### src/rtl/chse_pkg.sv
// ============================================================================
// chse_pkg
// types and constants shared by the cubic hermite segment evaluator
// ============================================================================
package chse_pkg;

    localparam int FRAC_BITS    = 16;
    localparam int T_W          = FRAC_BITS + 1;
    localparam int RATIO_W      = 18;
    localparam int CTRL_W       = 32;
    localparam int VALUE_W      = 40;
    localparam int W_W          = 20;
    localparam int PROD_W       = CTRL_W + W_W;
    localparam int ACC_W        = PROD_W + 2;
    localparam int IDX_OUT_W    = 6;
    localparam int CNT_IN_W     = 7;
    localparam int RESULT_LIMIT = 64;
    localparam int DIV_STEPS    = T_W;
    localparam int STEP_W       = $clog2(DIV_STEPS);

    localparam logic [1:0] ACT_POS   = 2'd0;
    localparam logic [1:0] ACT_VEL   = 2'd1;
    localparam logic [1:0] ACT_ACC   = 2'd2;
    localparam logic [1:0] ACT_BATCH = 2'd3;

    typedef enum logic [1:0] {
        KIND_POS,
        KIND_VEL,
        KIND_ACC
    } kind_t;

    typedef enum logic [1:0] {
        MUL_T_T,
        MUL_T2_T,
        MUL_W_C
    } mul_sel_t;

    typedef enum logic [3:0] {
        ST_IDLE,
        ST_DECODE,
        ST_DIV,
        ST_SQUARE,
        ST_CUBE,
        ST_WEIGHT,
        ST_MAC,
        ST_ACC,
        ST_ROUND,
        ST_ERROR
    } state_t;

    typedef struct packed {
        logic       capture;
        logic       decode;
        logic       div_step;
        logic       mul_en;
        mul_sel_t   mul_sel;
        logic [1:0] mac_idx;
        logic       t2_load;
        logic       w_load;
        logic       acc_add;
        logic       out_load;
        logic       out_err;
        logic       advance;
    } cmd_t;

    typedef struct packed {
        logic is_batch;
        logic count_zero;
        logic ratio_bad;
        logic batch_last;
    } status_t;

endpackage

### src/rtl/chse_in_if.sv
// ============================================================================
// chse_in_if
// input channel: one axis of a hermite segment plus action and parameter
// ============================================================================
interface chse_in_if;

    logic                                  valid;
    logic                                  ready;
    logic [1:0]                            action;
    logic [1:0]                            axis;
    logic signed [chse_pkg::CTRL_W-1:0]    tan_a;
    logic signed [chse_pkg::CTRL_W-1:0]    pos_a;
    logic signed [chse_pkg::CTRL_W-1:0]    pos_b;
    logic signed [chse_pkg::CTRL_W-1:0]    tan_b;
    logic signed [chse_pkg::RATIO_W-1:0]   ratio;
    logic [chse_pkg::CNT_IN_W-1:0]         sample_count;

    modport source (
        output valid, action, axis, tan_a, pos_a, pos_b,
               tan_b, ratio, sample_count,
        input  ready
    );

    modport sink (
        input  valid, action, axis, tan_a, pos_a, pos_b,
               tan_b, ratio, sample_count,
        output ready
    );

endinterface

### src/rtl/chse_out_if.sv
// ============================================================================
// chse_out_if
// result channel: value, status, axis tag, sample index and last flag
// ============================================================================
interface chse_out_if;

    logic                                  valid;
    logic                                  ready;
    logic signed [chse_pkg::VALUE_W-1:0]   value;
    logic                                  status;
    logic [1:0]                            axis_out;
    logic [chse_pkg::IDX_OUT_W-1:0]        sample_index;
    logic                                  last;

    modport source (
        output valid, value, status, axis_out, sample_index, last,
        input  ready
    );

    modport sink (
        input  valid, value, status, axis_out, sample_index, last,
        output ready
    );

endinterface

### src/rtl/chse_ctrl.sv
// ============================================================================
// chse_ctrl
// sequencer: steps the shared multiplier, divider and output register
// ============================================================================
module chse_ctrl (
    input  logic              clk,
    input  logic              rst_n,
    input  logic              in_valid,
    output logic              in_ready,
    output logic              out_valid,
    input  logic              out_ready,
    input  chse_pkg::status_t stat,
    output chse_pkg::cmd_t    cmd
);

    chse_pkg::state_t             state_reg;
    chse_pkg::state_t             state_next;
    logic [chse_pkg::STEP_W-1:0]  step_reg;
    logic [chse_pkg::STEP_W-1:0]  step_next;
    logic                         out_valid_reg;
    logic                         out_valid_next;
    logic                         out_free;

    assign out_free  = !out_valid_reg || out_ready;
    assign out_valid = out_valid_reg;

    always_ff @(posedge clk or negedge rst_n)
    begin
        if (!rst_n)
        begin
            state_reg     <= chse_pkg::ST_IDLE;
            step_reg      <= '0;
            out_valid_reg <= 1'b0;
        end
        else
        begin
            state_reg     <= state_next;
            step_reg      <= step_next;
            out_valid_reg <= out_valid_next;
        end
    end

    // next state
    always_comb
    begin
        state_next = state_reg;
        case (state_reg)
            chse_pkg::ST_IDLE:
            begin
                if (in_valid)
                begin
                    state_next = chse_pkg::ST_DECODE;
                end
            end
            chse_pkg::ST_DECODE:
            begin
                if (stat.is_batch)
                begin
                    state_next = stat.count_zero ? chse_pkg::ST_IDLE : chse_pkg::ST_DIV;
                end
                else
                begin
                    state_next = stat.ratio_bad ? chse_pkg::ST_ERROR : chse_pkg::ST_SQUARE;
                end
            end
            chse_pkg::ST_DIV:
            begin
                if (step_reg == chse_pkg::STEP_W'(chse_pkg::DIV_STEPS - 1))
                begin
                    state_next = chse_pkg::ST_SQUARE;
                end
            end
            chse_pkg::ST_SQUARE: state_next = chse_pkg::ST_CUBE;
            chse_pkg::ST_CUBE:   state_next = chse_pkg::ST_WEIGHT;
            chse_pkg::ST_WEIGHT: state_next = chse_pkg::ST_MAC;
            chse_pkg::ST_MAC:
            begin
                if (step_reg == chse_pkg::STEP_W'(3))
                begin
                    state_next = chse_pkg::ST_ACC;
                end
            end
            chse_pkg::ST_ACC:    state_next = chse_pkg::ST_ROUND;
            chse_pkg::ST_ROUND:
            begin
                if (out_free)
                begin
                    state_next = (stat.is_batch && !stat.batch_last) ?
                                 chse_pkg::ST_SQUARE : chse_pkg::ST_IDLE;
                end
            end
            chse_pkg::ST_ERROR:
            begin
                if (out_free)
                begin
                    state_next = chse_pkg::ST_IDLE;
                end
            end
            default: state_next = chse_pkg::ST_IDLE;
        endcase
    end

    // outputs
    always_comb
    begin
        cmd            = '0;
        cmd.mul_sel    = chse_pkg::MUL_T_T;
        in_ready       = 1'b0;
        step_next      = '0;
        case (state_reg)
            chse_pkg::ST_IDLE:
            begin
                in_ready    = 1'b1;
                cmd.capture = in_valid;
            end
            chse_pkg::ST_DECODE:
            begin
                cmd.decode = 1'b1;
            end
            chse_pkg::ST_DIV:
            begin
                cmd.div_step = 1'b1;
                step_next    = step_reg + 1'b1;
            end
            chse_pkg::ST_SQUARE:
            begin
                cmd.mul_en  = 1'b1;
                cmd.mul_sel = chse_pkg::MUL_T_T;
            end
            chse_pkg::ST_CUBE:
            begin
                cmd.mul_en  = 1'b1;
                cmd.mul_sel = chse_pkg::MUL_T2_T;
                cmd.t2_load = 1'b1;
            end
            chse_pkg::ST_WEIGHT:
            begin
                cmd.w_load = 1'b1;
            end
            chse_pkg::ST_MAC:
            begin
                cmd.mul_en  = 1'b1;
                cmd.mul_sel = chse_pkg::MUL_W_C;
                cmd.mac_idx = step_reg[1:0];
                cmd.acc_add = (step_reg != '0);
                step_next   = step_reg + 1'b1;
            end
            chse_pkg::ST_ACC:
            begin
                cmd.acc_add = 1'b1;
            end
            chse_pkg::ST_ROUND:
            begin
                cmd.out_load = out_free;
                cmd.advance  = out_free && stat.is_batch && !stat.batch_last;
            end
            chse_pkg::ST_ERROR:
            begin
                cmd.out_load = out_free;
                cmd.out_err  = 1'b1;
            end
            default:
            begin
                in_ready = 1'b0;
            end
        endcase
    end

    always_comb
    begin
        if (cmd.out_load)
        begin
            out_valid_next = 1'b1;
        end
        else if (out_ready)
        begin
            out_valid_next = 1'b0;
        end
        else
        begin
            out_valid_next = out_valid_reg;
        end
    end

endmodule

### src/rtl/chse_dpath.sv
// ============================================================================
// chse_dpath
// datapath: shared 32x20 multiplier, accumulator, ratio divider, result register
// ============================================================================
module chse_dpath #(
    parameter int MAX_SAMPLES = 64
) (
    input  logic                                 clk,
    input  logic [1:0]                           action,
    input  logic [1:0]                           axis,
    input  logic signed [chse_pkg::CTRL_W-1:0]   tan_a,
    input  logic signed [chse_pkg::CTRL_W-1:0]   pos_a,
    input  logic signed [chse_pkg::CTRL_W-1:0]   pos_b,
    input  logic signed [chse_pkg::CTRL_W-1:0]   tan_b,
    input  logic signed [chse_pkg::RATIO_W-1:0]  ratio,
    input  logic [chse_pkg::CNT_IN_W-1:0]        sample_count,
    input  chse_pkg::cmd_t                       cmd,
    output chse_pkg::status_t                    stat,
    output logic signed [chse_pkg::VALUE_W-1:0]  value,
    output logic                                 status,
    output logic [1:0]                           axis_out,
    output logic [chse_pkg::IDX_OUT_W-1:0]       sample_index,
    output logic                                 last
);

    localparam int CAP   = (MAX_SAMPLES < chse_pkg::RESULT_LIMIT) ?
                           MAX_SAMPLES : chse_pkg::RESULT_LIMIT;
    localparam int CNT_W = $clog2(CAP + 1);
    localparam int IDX_W = (CAP > 1) ? $clog2(CAP) : 1;
    localparam int T_W   = chse_pkg::T_W;
    localparam int W_W   = chse_pkg::W_W;
    localparam int WX_W  = W_W + 2;
    localparam int ACC_W = chse_pkg::ACC_W;
    localparam int PROD_W = chse_pkg::PROD_W;
    localparam int CTRL_W = chse_pkg::CTRL_W;
    localparam int VALUE_W = chse_pkg::VALUE_W;
    localparam int FB    = chse_pkg::FRAC_BITS;

    localparam logic [T_W-1:0]          T_ONE  = T_W'(1) << FB;
    localparam logic signed [WX_W-1:0]  W_ONE  = WX_W'(1) << FB;
    localparam logic signed [ACC_W-1:0] HALF   = ACC_W'(1) << (FB - 1);
    localparam logic signed [ACC_W-1:0] VAL_MAX =
        {{(ACC_W - VALUE_W + 1){1'b0}}, {(VALUE_W - 1){1'b1}}};
    localparam logic signed [ACC_W-1:0] VAL_MIN =
        {{(ACC_W - VALUE_W + 1){1'b1}}, {(VALUE_W - 1){1'b0}}};
    localparam logic signed [chse_pkg::RATIO_W-1:0] RATIO_ONE =
        chse_pkg::RATIO_W'(1) << FB;

    // captured item
    chse_pkg::kind_t                       kind_reg;
    logic                                  batch_reg;
    logic [1:0]                            axis_reg;
    logic signed [CTRL_W-1:0]              ctrl_reg [4];
    logic signed [chse_pkg::RATIO_W-1:0]   ratio_reg;
    logic [CNT_W-1:0]                      count_reg;

    // curve parameter, batch stepping and divider
    logic [T_W-1:0]                        t_reg;
    logic [T_W-1:0]                        t2_reg;
    logic [CNT_W-1:0]                      frac_reg;
    logic [IDX_W-1:0]                      idx_reg;
    logic [T_W-1:0]                        quot_reg;
    logic [CNT_W-1:0]                      rem_reg;
    logic [T_W-1:0]                        num_reg;

    // arithmetic
    logic signed [W_W-1:0]                 w_reg [4];
    logic signed [PROD_W-1:0]              prod_reg;
    logic signed [ACC_W-1:0]               acc_reg;

    // result register
    logic signed [VALUE_W-1:0]             value_reg;
    logic                                  status_reg;
    logic [1:0]                            axis_out_reg;
    logic [chse_pkg::IDX_OUT_W-1:0]        index_reg;
    logic                                  last_reg;

    logic [CNT_W-1:0]                      count_sat;
    logic [T_W-1:0]                        t_hi;
    logic signed [CTRL_W-1:0]              mul_a;
    logic signed [W_W-1:0]                 mul_b;
    logic signed [WX_W-1:0]                ts;
    logic signed [WX_W-1:0]                t2s;
    logic signed [WX_W-1:0]                t3s;
    logic signed [WX_W-1:0]                w_calc [4];
    logic [CNT_W:0]                        rem_sh;
    logic                                  div_ge;
    logic [CNT_W:0]                        frac_sum;
    logic                                  frac_wrap;
    logic signed [ACC_W-1:0]               rounded;
    logic signed [VALUE_W-1:0]             sat_value;
    logic                                  batch_last;

    assign count_sat = (sample_count > chse_pkg::CNT_IN_W'(CAP)) ?
                       CNT_W'(CAP) : CNT_W'(sample_count);
    assign t_hi      = prod_reg[FB +: T_W];

    // shared multiplier operand select
    always_comb
    begin
        case (cmd.mul_sel)
            chse_pkg::MUL_T_T:
            begin
                mul_a = $signed(CTRL_W'(t_reg));
                mul_b = $signed(W_W'(t_reg));
            end
            chse_pkg::MUL_T2_T:
            begin
                mul_a = $signed(CTRL_W'(t_hi));
                mul_b = $signed(W_W'(t_reg));
            end
            chse_pkg::MUL_W_C:
            begin
                mul_a = ctrl_reg[cmd.mac_idx];
                mul_b = w_reg[cmd.mac_idx];
            end
            default:
            begin
                mul_a = '0;
                mul_b = '0;
            end
        endcase
    end

    // hermite basis weights
    assign ts  = $signed(WX_W'(t_reg));
    assign t2s = $signed(WX_W'(t2_reg));
    assign t3s = $signed(WX_W'(t_hi));

    always_comb
    begin
        case (kind_reg)
            chse_pkg::KIND_POS:
            begin
                w_calc[0] = t3s - (t2s <<< 1) + ts;
                w_calc[1] = (t3s <<< 1) - (t2s <<< 1) - t2s + W_ONE;
                w_calc[2] = (t2s <<< 1) + t2s - (t3s <<< 1);
                w_calc[3] = t3s - t2s;
            end
            chse_pkg::KIND_VEL:
            begin
                w_calc[0] = (t2s <<< 1) + t2s - (ts <<< 2) + W_ONE;
                w_calc[1] = (t2s <<< 2) + (t2s <<< 1) - (ts <<< 2) - (ts <<< 1);
                w_calc[2] = (ts <<< 2) + (ts <<< 1) - (t2s <<< 2) - (t2s <<< 1);
                w_calc[3] = (t2s <<< 1) + t2s - (ts <<< 1);
            end
            chse_pkg::KIND_ACC:
            begin
                w_calc[0] = (ts <<< 2) + (ts <<< 1) - (W_ONE <<< 2);
                w_calc[1] = (ts <<< 3) + (ts <<< 2) - (W_ONE <<< 2) - (W_ONE <<< 1);
                w_calc[2] = (W_ONE <<< 2) + (W_ONE <<< 1) - (ts <<< 3) - (ts <<< 2);
                w_calc[3] = (ts <<< 2) + (ts <<< 1) - (W_ONE <<< 1);
            end
            default:
            begin
                w_calc[0] = '0;
                w_calc[1] = '0;
                w_calc[2] = '0;
                w_calc[3] = '0;
            end
        endcase
    end

    // restoring divider step and batch ratio stepping
    assign rem_sh    = {rem_reg, num_reg[T_W-1]};
    assign div_ge    = rem_sh >= {1'b0, count_reg};
    assign frac_sum  = {1'b0, frac_reg} + {1'b0, rem_reg};
    assign frac_wrap = frac_sum >= {1'b0, count_reg};
    assign batch_last = ((CNT_W + 1)'(idx_reg) + 1'b1) == {1'b0, count_reg};

    // round to nearest, ties toward plus infinity, then saturate
    assign rounded   = (acc_reg + HALF) >>> FB;
    assign sat_value = (rounded > VAL_MAX) ? VAL_MAX[VALUE_W-1:0] :
                       (rounded < VAL_MIN) ? VAL_MIN[VALUE_W-1:0] :
                       rounded[VALUE_W-1:0];

    always_ff @(posedge clk)
    begin
        if (cmd.capture)
        begin
            axis_reg    <= axis;
            ctrl_reg[0] <= tan_a;
            ctrl_reg[1] <= pos_a;
            ctrl_reg[2] <= pos_b;
            ctrl_reg[3] <= tan_b;
            ratio_reg   <= ratio;
            count_reg   <= count_sat;
            batch_reg   <= (action == chse_pkg::ACT_BATCH);
            case (action)
                chse_pkg::ACT_VEL: kind_reg <= chse_pkg::KIND_VEL;
                chse_pkg::ACT_ACC: kind_reg <= chse_pkg::KIND_ACC;
                default:           kind_reg <= chse_pkg::KIND_POS;
            endcase
        end

        if (cmd.decode)
        begin
            t_reg    <= batch_reg ? '0 : ratio_reg[T_W-1:0];
            frac_reg <= '0;
            idx_reg  <= '0;
            quot_reg <= '0;
            rem_reg  <= '0;
            num_reg  <= T_ONE;
        end
        else if (cmd.div_step)
        begin
            rem_reg  <= div_ge ? CNT_W'(rem_sh - {1'b0, count_reg}) : CNT_W'(rem_sh);
            quot_reg <= {quot_reg[T_W-2:0], div_ge};
            num_reg  <= num_reg << 1;
        end
        else if (cmd.advance)
        begin
            t_reg    <= t_reg + quot_reg + T_W'(frac_wrap);
            frac_reg <= frac_wrap ? CNT_W'(frac_sum - {1'b0, count_reg}) : CNT_W'(frac_sum);
            idx_reg  <= idx_reg + 1'b1;
        end

        if (cmd.mul_en)
        begin
            prod_reg <= PROD_W'(mul_a) * PROD_W'(mul_b);
        end

        if (cmd.t2_load)
        begin
            t2_reg <= t_hi;
        end

        if (cmd.w_load)
        begin
            w_reg[0] <= w_calc[0][W_W-1:0];
            w_reg[1] <= w_calc[1][W_W-1:0];
            w_reg[2] <= w_calc[2][W_W-1:0];
            w_reg[3] <= w_calc[3][W_W-1:0];
            acc_reg  <= '0;
        end
        else if (cmd.acc_add)
        begin
            acc_reg <= acc_reg + {{(ACC_W - PROD_W){prod_reg[PROD_W-1]}}, prod_reg};
        end

        if (cmd.out_load)
        begin
            value_reg    <= cmd.out_err ? '0 : sat_value;
            status_reg   <= cmd.out_err;
            axis_out_reg <= axis_reg;
            index_reg    <= (cmd.out_err || !batch_reg) ? '0 :
                            chse_pkg::IDX_OUT_W'(idx_reg);
            last_reg     <= (cmd.out_err || !batch_reg) ? 1'b1 : batch_last;
        end
    end

    assign stat.is_batch   = batch_reg;
    assign stat.count_zero = (count_reg == '0);
    assign stat.ratio_bad  = (ratio_reg < 0) || (ratio_reg > RATIO_ONE);
    assign stat.batch_last = batch_last;

    assign value        = value_reg;
    assign status       = status_reg;
    assign axis_out     = axis_out_reg;
    assign sample_index = index_reg;
    assign last         = last_reg;

endmodule

### src/rtl/cubic_hermite_segment_evaluator.sv
// ============================================================================
// cubic_hermite_segment_evaluator
// position and derivatives of one axis of a cubic hermite segment
// ============================================================================
// position or derivative: result registered after decode, square, cube, weight,
//   multiply-accumulate, accumulate and round steps, once the output register is free
// t outside 0..1: error result registered after decode when the output is free
// sample batch: ratio divide, then six shared-multiplier passes per sample
// next input taken the cycle after the last result is registered
// rst_n clears the sequencer and output valid asynchronously
module cubic_hermite_segment_evaluator #(
    parameter int MAX_SAMPLES = 64
) (
    input  logic     clk,
    input  logic     rst_n,
    chse_in_if.sink  item,
    chse_out_if.source result
);

    chse_pkg::cmd_t    cmd;
    chse_pkg::status_t stat;

    chse_ctrl u_ctrl (
        .clk       (clk),
        .rst_n     (rst_n),
        .in_valid  (item.valid),
        .in_ready  (item.ready),
        .out_valid (result.valid),
        .out_ready (result.ready),
        .stat      (stat),
        .cmd       (cmd)
    );

    chse_dpath #(
        .MAX_SAMPLES (MAX_SAMPLES)
    ) u_dpath (
        .clk           (clk),
        .action        (item.action),
        .axis          (item.axis),
        .tan_a         (item.tan_a),
        .pos_a         (item.pos_a),
        .pos_b         (item.pos_b),
        .tan_b         (item.tan_b),
        .ratio         (item.ratio),
        .sample_count  (item.sample_count),
        .cmd           (cmd),
        .stat          (stat),
        .value         (result.value),
        .status        (result.status),
        .axis_out      (result.axis_out),
        .sample_index  (result.sample_index),
        .last          (result.last)
    );

endmodule

### src/flat_wrapper.sv
// flat-port wrapper written by rule: the top's interface ports become plain ports
module cubic_hermite_segment_evaluator_flat 
#(
    parameter int MAX_SAMPLES = 64
)
  (clk, rst_n, item_valid, item_action, item_axis, item_tan_a, item_pos_a, item_pos_b, item_tan_b, item_ratio, item_sample_count, item_ready, result_valid, result_value, result_status, result_axis_out, result_sample_index, result_last, result_ready);
  chse_in_if item_i ();
  chse_out_if result_i ();
  input  logic clk;
  input  logic rst_n;
  input wire logic [$bits(item_i.valid)-1:0] item_valid;
  input wire logic [$bits(item_i.action)-1:0] item_action;
  input wire logic [$bits(item_i.axis)-1:0] item_axis;
  input wire logic [$bits(item_i.tan_a)-1:0] item_tan_a;
  input wire logic [$bits(item_i.pos_a)-1:0] item_pos_a;
  input wire logic [$bits(item_i.pos_b)-1:0] item_pos_b;
  input wire logic [$bits(item_i.tan_b)-1:0] item_tan_b;
  input wire logic [$bits(item_i.ratio)-1:0] item_ratio;
  input wire logic [$bits(item_i.sample_count)-1:0] item_sample_count;
  output wire logic [$bits(item_i.ready)-1:0] item_ready;
  output wire logic [$bits(result_i.valid)-1:0] result_valid;
  output wire logic [$bits(result_i.value)-1:0] result_value;
  output wire logic [$bits(result_i.status)-1:0] result_status;
  output wire logic [$bits(result_i.axis_out)-1:0] result_axis_out;
  output wire logic [$bits(result_i.sample_index)-1:0] result_sample_index;
  output wire logic [$bits(result_i.last)-1:0] result_last;
  input wire logic [$bits(result_i.ready)-1:0] result_ready;
  assign item_i.valid = item_valid;
  assign item_i.action = item_action;
  assign item_i.axis = item_axis;
  assign item_i.tan_a = item_tan_a;
  assign item_i.pos_a = item_pos_a;
  assign item_i.pos_b = item_pos_b;
  assign item_i.tan_b = item_tan_b;
  assign item_i.ratio = item_ratio;
  assign item_i.sample_count = item_sample_count;
  assign item_ready = item_i.ready;
  assign result_valid = result_i.valid;
  assign result_value = result_i.value;
  assign result_status = result_i.status;
  assign result_axis_out = result_i.axis_out;
  assign result_sample_index = result_i.sample_index;
  assign result_last = result_i.last;
  assign result_i.ready = result_ready;
  cubic_hermite_segment_evaluator #(.MAX_SAMPLES(MAX_SAMPLES)) u_core (.clk(clk), .rst_n(rst_n), .item(item_i), .result(result_i));
endmodule
### config.mk
export PLATFORM = sky130hd
export DESIGN_NAME = cubic_hermite_segment_evaluator_flat
export DESIGN_NICKNAME = d
export VERILOG_FILES = /design/src/rtl/chse_pkg.sv /design/src/rtl/chse_in_if.sv /design/src/rtl/chse_out_if.sv /design/src/rtl/chse_ctrl.sv /design/src/rtl/chse_dpath.sv /design/src/rtl/cubic_hermite_segment_evaluator.sv /design/src/flat_wrapper.sv
export SDC_FILE = /design/constraint.sdc
export NUM_CORES = 2
export LEC_CHECK = 0
export BUFFER_PORTS_ARGS = -buffer_cell sky130_fd_sc_hd__buf_2
export CORE_UTILIZATION = 40
export DETAILED_ROUTE_END_ITERATION = 6
export GPL_ROUTABILITY_DRIVEN = 0
export GPL_TIMING_DRIVEN = 0
export PLACE_DENSITY = 0.54
export RECOVER_POWER = 100
export SYNTH_ARGS = -nofsm -noshare
export SYNTH_HDL_FRONTEND = slang
export SYNTH_HIERARCHICAL = 1
export SYNTH_SLANG_ARGS = --single-unit
export TNS_END_PERCENT = 50
### constraint.sdc
create_clock -name clk -period 10.7 [get_ports clk]
set_input_delay 1.605 -clock clk [delete_from_list [all_inputs] [get_ports clk]]
set_output_delay 1.605 -clock clk [all_outputs]
set_load 0.01 [all_outputs]
==> run_results.csv <==
group,metric,value,unit
run_status,status,"complete, but fails checks",
run_status,violations,"max-capacitance violations, max-slew violations",
grt,grt_overflow,0,
timing,hold_viol_final,0,
finish,drive_gt1_share,8.01,%
critical_path,rrSetupSlack,280,ps
finish,final_core_util,44.5,%
finish,nFillCells,14300,
clock_tree,hold_buffers,0,
synthesis,netlist-cell-type-count,103,
critical_path,timing.rr.end,"u_core/u_dpath/prod_reg[49]",
critical_path,crit_arrival,10830,ps
detailed_routing,first_pass_iters,7,
clock_tree,cts_root_buffer,"clkbuf_16",
finish,largest_register_ffs,128,
synthesis,ys_ff_latch,473,
floorplan,io_pins,213,
critical_path,cp_common_cell,"fa_1",
synthesis,synth_top_area_share,23.8,%
detailed_routing,finalWirelength,202000,um
clock_tree,cts_tree,"yes",
synthesis,syn_inst,6265,
critical_path,startpoint,"u_core/u_ctrl/state_reg[3]",
clock_tree,clk_path_buf_depth,3,
synthesis,yosys.area.top_type,"fa_1",
clock_tree,numCtsBuffers,60,
placement,placed_cell_area,62400,um2
critical_path,critPathMaxFanout,10,
clock_tree,cts_sinks,473,
timing,period_needed,10420,ps
timing,max_freq,0.0960,GHz
detailed_routing,vias,46900,
critical_path,slowest_stage,"fa_1",
hold_path,min_path_type,"reg -> reg",
synthesis,synth_enable_flop_cells,371,
timing,worst-slew-pin-transition,3410,ps
critical_path,cp_num_buf_inv,8,
timing,hold_slack,412,ps
detailed_routing,initialDrtViolationCount,4214,
floorplan,fp.dieArea,148000,um2
floorplan,num_rows,140,
synthesis,yosys_warnings,6,
timing,post-route-period-util,97.4,%
detailed_routing,drc,0,
synthesis,async_flop_share,2.11,%
floorplan,start_util,40.3,%
timing,slew_headroom,-127,%
placement,io_buffers,212,
critical_path,required,11110,ps
timing,fin_skew,110,ps
floorplan,coreArea,146000,um2
finish,area_growth_syn_to_layout,10.3,%
critical_path,rr_worst_depth,32,
synthesis,synth_area,58700,um2
critical_path,reg2reg_from,"u_core/u_ctrl/state_reg[3]",
synthesis,synthTopCellsByArea,"fa_1 (24%), edfxtp_1 (19%), ha_1 (11%)",
detailed_routing,wl_per_cell,23.7,um
synthesis,seq_area_frac_synth,22.5,%
detailed_routing,viasPerCell,5.51,
critical_path,cpLargestDelayFamily,"adder cells",
finish,layout.nets,7938,
timing,final_max_slew_viol_count,353,
detailed_routing,ant_nets,0,
critical_path,critPathMaxStageDelay,540,ps
synthesis,avgSynthCellArea,9.37,um2
floorplan,die_w,385,um
timing,setup_viol,0,
grt,grt_pass1_vias,46600,
hold_path,worstHoldPathCells,0,
timing,rsz0062_at_grt,"yes",
floorplan,die_h,385,um
synthesis,synthFlopType,"edfxtp_1",
synthesis,syn_nets,7653,
grt,antenna_found_initial,10,
grt,grt_pass1_wl,299000,um
critical_path,end_kind,"flop",
hold_path,min_from,"u_core/u_dpath/axis_reg[1]",
clock_tree,clk_pin_slew,60,ps
critical_path,worst-setup-path-type,"reg -> reg",
finish,final_cell_area,64800,um2
placement,hpwl,166000,um
hold_path,worstHoldEndpoint,"u_core/u_dpath/axis_out[1]",
critical_path,cp-start-kind,"flop",
grt,grt_max_degree,66,
job,cap_viol_max_count,9,
grt,track_usage,27.2,%
clock_tree,ctsHtreeMaxLevel,2,
clock_tree,clock_latency,730,ps
[kinds of logic (layout without fill, tap and decap cells)]
kind of cell / count (synthesis) / count (layout) / synth area share [%]
compound gates: 1092 / 1092 / 12.0
xor+xnor: 388 / 388 / 5.79
fa+ha+maj: 1227 / 1227 / 35.1
buf+inv: 1168 / 1504 / 7.54
flops: 473 / 473 / 22.5
mux: 165 / 165 / 3.48
other cells: 0 / 4 / 0
simple gates: 1752 / 1752 / 13.6
[cells in the final DEF (no fill, tap or decap), types with 14 or more instances in the layout]
cell type	instances
a211oi_1	42
a21o_1	104
a21oi_1	298
a21oi_2	17
a31oi_1	40
and2_1	79
and3_1	48
buf_2	159
buf_4	30
clkbuf_1	200
clkbuf_16	61
clkbuf_2	47
dfxtp_1	92
edfxtp_1	371
fa_1	694
ha_1	530
inv_1	944
mux2_2	23
mux2i_1	112
mux4_2	29
nand2_1	612
nand2b_1	49
nand3_1	86
nand4_1	27
nor2_1	561
nor2b_1	71
nor3_1	69
nor4_1	18
o211ai_1	18
o21a_1	50
o21ai_0	223
o21bai_1	39
o22a_2	14
o22ai_1	29
o31ai_1	14
or2_2	33
or3_1	33
xnor2_1	251
xor2_1	137
[cell type report]
class                           count  area (um2)  share of cell area (%)
Multi-Input combinational cell   4624       41400                    63.9
Sequential cell                   473       13200                    20.4
Inverter                          946        3550                    5.48
Tap cell                         1917        2400                    3.70
Clock buffer                       77        1610                    2.48
Timing Repair Buffer              242        1220                    1.88
Buffer                            203         955                    1.47
Clock inverter                     36         380                   0.587
Antenna cell                        4        10.0                  0.0155
[Yosys cell counts (112+ instances only)]
cell type,n
fa_1,697
edfxtp_1,371
ha_1,530
xnor2_1,251
o21ai_0,224
nand2_1,612
xor2_1,137
clkbuf_1,188
mux2i_1,112
a21oi_1,312
nor2_1,561
inv_1,943
[what timing repair did]
item / 4_1_cts / 5_1_grt
buffers inserted: 1 / 19
setup endpoints to repair: 40 / 11
endpoints found under the hold margin: 0 / 0
resized for setup: 135 / 72
pin swaps: 1 / 6
[per-stage QoR]
stage	setup WS (ps)	setup TNS [ps]	instances
2_1_floorplan	875	0	6265
3_3_place_gp	-3650	-78990	8394
3_5_place_dp	-2530	-63290	8404
4_1_cts	14.3	0	8502
5_1_grt	-19.7	-24.5	8520
6_report	279	0	8522
[routing by layer]
layer | wire length (um) | up-vias | GRT usage, %
li1 | - | 21500 | -
met1 | 87900 | 23200 | 37.6
met2 | 87800 | 1955 | 42.0
met3 | 18700 | 305 | 5.95
met4 | 7520 | 4 | 9.34
met5 | 27 | - | 0
[worst reg2reg max path: cells and delay by family (launching register included)]
family / cells / cell delay (ps)
adders and majority gates: 8 / 3980
DFF: 1 / 440
buffers and inverters: 8 / 1480
xor gates and xnor gates: 1 / 110
AOI/OAI and AO/OA: 9 / 2850
and+or+nand+nor: 6 / 1270
[worst max-delay path by stage]
stage	endpoint	slack [ps]	depth (start not counted)
final	u_core/u_dpath/prod_reg[49]	280	32
after global routing	u_core/u_dpath/prod_reg[49]	-20	30
after CTS	u_core/u_dpath/prod_reg[49]	10	33
after detailed placement	u_core/u_dpath/prod_reg[49]	-2530	33
after global placement	u_core/u_dpath/prod_reg[46]	-3650	31
after floorplan	u_core/u_dpath/prod_reg[49]	880	33
Power is left out: the tool's default activity adds up to more than one toggle a clock period on the data nets, which glitch-free logic cannot reach.
